**src/rau_pkg.sv**
```systemverilog
package rau_pkg;

  typedef enum logic [1:0] {
    OP_ADD = 2'd0,
    OP_SUB = 2'd1,
    OP_MUL = 2'd2,
    OP_DIV = 2'd3
  } op_t;

  typedef enum logic [1:0] {
    ST_OK   = 2'd0,
    ST_ZERO = 2'd1,
    ST_OVF  = 2'd2
  } status_t;

  typedef enum logic [3:0] {
    S_IDLE, S_MUL0, S_MUL1, S_MUL2, S_MUL3, S_COMB,
    S_GCD, S_GWAIT, S_DNUM, S_DDEN, S_CHECK, S_OUT
  } state_t;

  typedef struct packed {
    logic        start;
    logic [63:0] dividend;
    logic [63:0] divisor;
  } div_req_t;

  typedef struct packed {
    logic        done;
    logic [63:0] quot;
    logic [63:0] rem;
  } div_rsp_t;

endpackage

```
**src/rau_div.sv**
```systemverilog
module rau_div (
  input  logic               clk,
  input  logic               rst_n,
  input  rau_pkg::div_req_t  req,
  output rau_pkg::div_rsp_t  rsp
);

  logic [63:0] q_r, q_nxt;
  logic [63:0] r_r, r_nxt;
  logic [63:0] d_r, d_nxt;
  logic [6:0]  cnt_r, cnt_nxt;
  logic        busy_r, busy_nxt;
  logic        done_r, done_nxt;
  logic [64:0] trial;
  logic [64:0] shifted;

  always_comb begin
    q_nxt    = q_r;
    r_nxt    = r_r;
    d_nxt    = d_r;
    cnt_nxt  = cnt_r;
    busy_nxt = busy_r;
    done_nxt = 1'b0;
    shifted  = {r_r, q_r[63]};
    trial    = shifted - {1'b0, d_r};
    if (req.start) begin
      q_nxt    = req.dividend;
      r_nxt    = '0;
      d_nxt    = req.divisor;
      cnt_nxt  = '0;
      busy_nxt = 1'b1;
    end else if (busy_r) begin
      if (!trial[64]) begin
        r_nxt = trial[63:0];
        q_nxt = {q_r[62:0], 1'b1};
      end else begin
        r_nxt = shifted[63:0];
        q_nxt = {q_r[62:0], 1'b0};
      end
      cnt_nxt = cnt_r + 7'd1;
      if (cnt_r == 7'd63) begin
        busy_nxt = 1'b0;
        done_nxt = 1'b1;
      end
    end
  end

  always_ff @(posedge clk) begin
    q_r <= q_nxt;
    r_r <= r_nxt;
    d_r <= d_nxt;
    cnt_r <= cnt_nxt;
    if (!rst_n) begin
      busy_r <= 1'b0;
      done_r <= 1'b0;
    end else begin
      busy_r <= busy_nxt;
      done_r <= done_nxt;
    end
  end

  assign rsp.done = done_r;
  assign rsp.quot = q_r;
  assign rsp.rem  = r_r;

endmodule

```
**src/rational_arithmetic_unit.sv**
```systemverilog
// Channel | Ports                      | Item
// in      | in_tvalid/tready/tdata/user | operands (tdata), op (tuser)
// out     | out_tvalid/tready/tdata     | result num, den, status
// One item at a time. Cross products go through a registered 32x32 multiplier,
// then Euclid's gcd on a shared 64-step restoring divider, then two more
// divisions by the gcd.
// Reset (rst_n low, synchronous) returns to idle and drops out_tvalid.
// in_tready is high only when idle; a result waits in place until taken.
module rational_arithmetic_unit #(
  parameter int WIDTH = 32
) (
  input  logic          clk,
  input  logic          rst_n,
  input  logic          in_tvalid,
  output logic          in_tready,
  // first_num, first_den, second_num, second_den
  input  logic [127:0]  in_tdata,
  // op
  input  logic [1:0]    in_tuser,
  output logic          out_tvalid,
  input  logic          out_tready,
  // result_num, result_den, status
  output logic [71:0]   out_tdata
);

  rau_pkg::state_t state_r, state_nxt;

  logic [1:0]  op_r;
  logic [31:0] ma_r, mb_r, mc_r, md_r;
  logic        s1_r, s2_r;
  logic [63:0] p_r;
  logic [63:0] t1_r, t2_r, den_r, num_r;
  logic        neg_r;
  logic [63:0] gx_r, gy_r;
  logic [31:0] rnum_r;
  logic [30:0] rden_r;
  logic [1:0]  st_r;
  logic        wait_r;

  rau_pkg::div_req_t dreq;
  rau_pkg::div_rsp_t drsp;

  rau_div u_div (.clk(clk), .rst_n(rst_n), .req(dreq), .rsp(drsp));

  function automatic logic [31:0] mag32(input logic [31:0] v);
    mag32 = v[31] ? (~v + 32'd1) : v;
  endfunction

  logic [31:0] mul_a, mul_b;
  always_comb begin
    mul_a = ma_r;
    mul_b = md_r;
    unique case (state_r)
      rau_pkg::S_MUL0: begin
        mul_a = ma_r;
        mul_b = (op_r == rau_pkg::OP_MUL) ? mc_r : md_r;
      end
      rau_pkg::S_MUL1: begin
        mul_a = mb_r;
        mul_b = (op_r == rau_pkg::OP_DIV) ? mc_r : md_r;
      end
      rau_pkg::S_MUL2: begin
        mul_a = mc_r;
        mul_b = mb_r;
      end
      default: begin
        mul_a = ma_r;
        mul_b = md_r;
      end
    endcase
  end

  logic [63:0] lim;
  assign lim = 64'd1 << (WIDTH - 1);

  logic n1, n2, n2s;
  always_comb begin
    n1  = s1_r && (t1_r != 64'd0);
    n2s = s2_r && (t2_r != 64'd0);
    n2  = (op_r == rau_pkg::OP_SUB) ? (!n2s && (t2_r != 64'd0)) : n2s;
  end

  always_comb begin
    state_nxt     = state_r;
    dreq.start    = 1'b0;
    dreq.dividend = gx_r;
    dreq.divisor  = gy_r;
    unique case (state_r)
      rau_pkg::S_IDLE:  if (in_tvalid) state_nxt = rau_pkg::S_MUL0;
      rau_pkg::S_MUL0:  state_nxt = (mb_r == 32'd0 || md_r == 32'd0 ||
                 (op_r == rau_pkg::OP_DIV && mc_r == 32'd0)) ? rau_pkg::S_OUT : rau_pkg::S_MUL1;
      rau_pkg::S_MUL1:  state_nxt = rau_pkg::S_MUL2;
      rau_pkg::S_MUL2:  state_nxt = rau_pkg::S_MUL3;
      rau_pkg::S_MUL3:  state_nxt = rau_pkg::S_COMB;
      rau_pkg::S_COMB:  state_nxt = rau_pkg::S_GCD;
      rau_pkg::S_GCD: begin
        if (num_r == 64'd0) state_nxt = rau_pkg::S_OUT;
        else if (gy_r == 64'd0) begin
          dreq.start = 1'b1; dreq.dividend = num_r; dreq.divisor = gx_r;
          state_nxt = rau_pkg::S_DNUM;
        end else begin
          dreq.start = 1'b1; state_nxt = rau_pkg::S_GWAIT;
        end
      end
      rau_pkg::S_GWAIT: if (drsp.done) state_nxt = rau_pkg::S_GCD;
      rau_pkg::S_DNUM: if (drsp.done && !wait_r) begin
        dreq.start = 1'b1; dreq.dividend = den_r; dreq.divisor = gx_r;
        state_nxt = rau_pkg::S_DDEN;
      end
      rau_pkg::S_DDEN:  if (drsp.done && !wait_r) state_nxt = rau_pkg::S_CHECK;
      rau_pkg::S_CHECK: state_nxt = rau_pkg::S_OUT;
      rau_pkg::S_OUT:   if (out_tready) state_nxt = rau_pkg::S_IDLE;
      default: state_nxt = rau_pkg::S_IDLE;
    endcase
  end

  always_ff @(posedge clk) begin
    p_r <= {32'd0, mul_a} * {32'd0, mul_b};
    wait_r <= dreq.start;
    unique case (state_r)
      rau_pkg::S_IDLE: if (in_tvalid) begin
        op_r <= in_tuser;
        ma_r <= mag32(in_tdata[31:0]);
        mb_r <= mag32(in_tdata[63:32]);
        mc_r <= mag32(in_tdata[95:64]);
        md_r <= mag32(in_tdata[127:96]);
        s1_r <= in_tdata[31] ^ in_tdata[63];
        s2_r <= in_tdata[95] ^ in_tdata[127];
        rnum_r <= '0; rden_r <= '0; st_r <= rau_pkg::ST_OK;
      end
      rau_pkg::S_MUL0: if (mb_r == 32'd0 || md_r == 32'd0 ||
                  (op_r == rau_pkg::OP_DIV && mc_r == 32'd0)) st_r <= rau_pkg::ST_ZERO;
      rau_pkg::S_MUL1: t1_r <= p_r;
      rau_pkg::S_MUL2: den_r <= p_r;
      rau_pkg::S_MUL3: t2_r <= p_r;
      rau_pkg::S_COMB: begin
        if (op_r == rau_pkg::OP_MUL || op_r == rau_pkg::OP_DIV) begin
          num_r <= t1_r; den_r <= den_r; neg_r <= s1_r ^ s2_r;
        end else if (n1 == n2) begin
          num_r <= t1_r + t2_r; neg_r <= n1;
        end else if (t1_r >= t2_r) begin
          num_r <= t1_r - t2_r; neg_r <= n1;
        end else begin
          num_r <= t2_r - t1_r; neg_r <= n2;
        end
        if (op_r == rau_pkg::OP_MUL || op_r == rau_pkg::OP_DIV) begin
          gx_r <= t1_r; gy_r <= den_r;
        end else if (n1 == n2) begin
          gx_r <= t1_r + t2_r; gy_r <= den_r;
        end else if (t1_r >= t2_r) begin
          gx_r <= t1_r - t2_r; gy_r <= den_r;
        end else begin
          gx_r <= t2_r - t1_r; gy_r <= den_r;
        end
      end
      rau_pkg::S_GCD: if (num_r == 64'd0) rden_r <= 31'd1;
      rau_pkg::S_GWAIT: if (drsp.done) begin gx_r <= gy_r; gy_r <= drsp.rem; end
      rau_pkg::S_DNUM: if (drsp.done && !wait_r) num_r <= drsp.quot;
      rau_pkg::S_DDEN: if (drsp.done && !wait_r) den_r <= drsp.quot;
      rau_pkg::S_CHECK: begin
        if (den_r > lim - 64'd1 || (neg_r ? num_r > lim : num_r > lim - 64'd1)) begin
          st_r <= rau_pkg::ST_OVF;
        end else begin
          rnum_r <= neg_r ? (32'd0 - num_r[31:0]) : num_r[31:0];
          rden_r <= den_r[30:0];
        end
      end
      default: ;
    endcase
    if (!rst_n) state_r <= rau_pkg::S_IDLE;
    else state_r <= state_nxt;
  end

  assign in_tready  = (state_r == rau_pkg::S_IDLE);
  assign out_tvalid = (state_r == rau_pkg::S_OUT);
  assign out_tdata  = {7'd0, st_r, rden_r, rnum_r};

endmodule

```
**config.mk**
```make
export PLATFORM = sky130hd
export DESIGN_NAME = rational_arithmetic_unit
export DESIGN_NICKNAME = d
export VERILOG_FILES = /design/src/rau_pkg.sv /design/src/rau_div.sv /design/src/rational_arithmetic_unit.sv
export SDC_FILE = /design/constraint.sdc
export NUM_CORES = 2
export LEC_CHECK = 0
export ABC_AREA = 1
export BUFFER_PORTS_ARGS = -buffer_cell sky130_fd_sc_hd__buf_4
export CORE_AREA = 10 10 579 581
export DETAILED_ROUTE_END_ITERATION = 10
export DIE_AREA = 0 0 589 591
export PLACE_DENSITY_LB_ADDON = 0.15
export SETUP_SLACK_MARGIN = 0.2
export SYNTH_ARGS = -nofsm -noshare
export SYNTH_HDL_FRONTEND = slang
export SYNTH_SLANG_ARGS = --single-unit
```
**constraint.sdc**
```tcl
create_clock -name clk -period 16.3 [get_ports clk]
set_clock_uncertainty 0.05 [all_clocks]
set_input_delay 1.63 -clock clk [delete_from_list [all_inputs] [get_ports clk]]
set_output_delay 1.63 -clock clk [all_outputs]
set_load 0.01 [all_outputs]
```
==> flow_summary.toml <==
[critical_path]
crit_type = "register to register"
path_common_cell = "fa_1"
crit_required_ps = 16970
crit_path_end_kind = "register"
worstPathMaxFanout = 37
critPathBufInv = 9
crit_family = "adder cells"
slowest_stage = "fa_1"
critPathLaunchType = "register"
critPathMaxStageDelay_ps = 660
arrival_ps = 10640

[clock_network]
ctsHoldBuffers = 0
path_clk_slew_ps = 70
cts_root_buffer = "clkbuf_16"
cts.path.max_buffers = 4
ctsHtreeMaxLevel = 3
post_cts_buffers = 0
cts.sinks = 852
clock_latency_ps = 900
cts_made_buffers = 110
ctsResizeCount = 0
cts_tree = "done"

[floorplanning]
io_pins = 208
die_h_um = 591
core_area_um2 = 323200
die_x_um = 589
start_util_pct = 29.90
die_area_um2 = 348100
rows = 209

[grt]
grt_use_total_pct = 25.21
first_global_vias = 88070
use_met3_pct = 3.842
grt_overflow_total = 0
grt_start_max_net_pins = 86
antenna_found_initial = 12
grt_first_pass_wirelength_um = 642600
busiest_layer = "met2"
use_met2_pct = 42.01
met1_usage_pct = 31.72

[routing]
post_drt_via_cell_ratio = 5.012
detailroute.via_count = 87201
routed_wl_um = 452800
wl_per_cell_um = 26.03
drt_pre_antenna_iters = 7
drt_iter0_drc = 7910
final_antenna_net_count = 0
drc = 0

[synthesis]
synth_enable_flop_cells = 710
syn_area_per_cell_um2 = 7.428
synth.largest_area_cell = "edfxtp_1"
ys_types = 69
synthArstFlopShare_pct = 0
ys_warn_count = 0
synth_ff_type = "edfxtp_1"
synth_cells = 13010
ys_seq_area_share_pct = 25.00
syn-cell-area_um2 = 96640
synth_area_leaders = "edfxtp_1 22%, fa_1 19%, nand2_1 13%, inv_1 9.8%, ha_1 6.8%"
netlist.area_leader.share_pct = 22.06
synth_seq_cells = 852

[timing]
setup-tns-final_ps = 0
tightestPinTransition_ps = 1148
max_freq_mhz = 100.3
post-route-period-util_pct = 61.14
hold_viol_final = 0
setup_viol = 0
min_period_ps = 9966
final_max_slew_viol_count = 0
rsz0062_at_grt = "no"
slew_headroom_pct = 23.48

[placed_design]
gp_congestion = 0.9957
hpwl_um = 366800
io_buffers = 200

[layout]
nFillCells = 35501
layout-drive-gt1-share_pct = 5.847
finalNetCount = 14535
syn_to_final_growth_pct = 9.881

[status]
status = "finished clean"

[run]
maxCapViolations = 0

[min_path]
hold_class = "register to register"
-- worst paths after layout --
check | end | cells after the start | slack, ps | startpoint
worst max-delay path | p_r[39] | 31 | 6330 | state_r[1]
worst max register to register | p_r[39] | 31 | 6330 | state_r[1]
worst min register to register | u_div.r_r[47] | 2 | 430 | u_div.r_r[47]
worst min-delay path | u_div.r_r[47] | 2 | 430 | u_div.r_r[47]
-- Yosys cell counts (12+ instances only) --
master / number
o211ai_1: 54
o21ai_0: 564
a22oi_1: 28
nor2_2: 18
mux2_2: 37
nand2_1: 3274
buf_1: 15
a21o_1: 29
buf_2: 173
o2111ai_1: 43
nand3_1: 695
o211ai_2: 13
inv_2: 64
o21bai_1: 32
a21oi_1: 497
a31oi_1: 64
nand3b_1: 18
a221oi_1: 27
buf_6: 27
ha_1: 523
dfxtp_1: 142
nor3_1: 96
xnor2_1: 99
buf_4: 52
fa_1: 900
edfxtp_1: 710
clkbuf_1: 208
o221ai_1: 32
a221oi_2: 12
nand2_2: 25
nand4_1: 134
nor2_1: 1434
xor2_1: 212
o21a_1: 15
inv_1: 2532
o21ai_1: 44
nor4_1: 50
-- cell families (layout without fill, tap and decap cells) --
group           after synthesis  in the layout  share of synthesized area (%)
xor+xnor                    313            313                          2.852
simple gates               5803           5803                          24.57
compound gates             1497           1497                          9.081
buf+inv                    3084           3135                          12.64
flops                       852            852                          25.00
fa+ha+maj                  1423           1423                          25.41
mux                          37             37                         0.4311
other cells                   1             13                       0.003880
-- layer usage --
| layer | vias to the layer above | wire, µm |
|---|---|---|
| li1 | 40468 | - |
| met1 | 42757 | 185200 |
| met2 | 3167 | 209600 |
| met3 | 801 | 29260 |
| met4 | 8 | 28700 |
| met5 | - | 57 |
-- final cells by class --
cell class	instances	area (µm²)	area share, %
multi-input combinational	9080	60650	57.11
sequential	852	24160	22.75
inverter	2604	9782	9.212
tap	4325	5411	5.096
clock buffer	141	3019	2.843
timing repair buffer	330	2477	2.333
clock inverter	60	673.1	0.6339
antenna	6	15.01	0.01414
-- worst reg2reg max path, delay by kind of cell (launching register included) --
family	cells	cell delay (ps)
buf+inv	9	2150
fa+ha+maj	9	4710
compound gates	6	1800
flops	1	480
simple gates	7	660
-- per-stage QoR --
| stage | hold WS (ps) | worst slack [ps] | cell area, µm² | std cells | util [%] |
|---|---|---|---|---|---|
| after detailed placement | 416.1 | 6447 | 102500 | 17191 | 31.71 |
| after floorplan | 370.0 | 4910 | 96670 | 13016 | - |
| after global placement | 416.3 | 6470 | 102500 | 17191 | 31.71 |
| after CTS | 424.6 | 6380 | 106200 | 17392 | 32.85 |
| after global routing | 440.0 | 5969 | 106200 | 17393 | 32.85 |
| final | 425.8 | 6334 | 106200 | 17398 | 32.85 |
-- cells in the final DEF (no fill, tap or decap), drive strengths merged, types with 18 or more instances in the layout --
cell     count
a31oi       64
buf        330
a21o        29
nor2      1461
nand3      708
nand4      134
nand3b      18
o2111ai     43
a22oi       28
xor2       213
clkbuf     141
a21oi      500
mux2        37
inv       2600
o21bai      36
fa         900
dfxtp      142
ha         523
a221oi      42
nor4        51
o21ai      614
o211ai      67
nand2     3306
edfxtp     710
nor3       103
xnor2      100
clkinv      46
o221ai      32
Power is left out: the tool's default activity adds up to more than one toggle a clock period on the data nets, which glitch-free logic cannot reach.
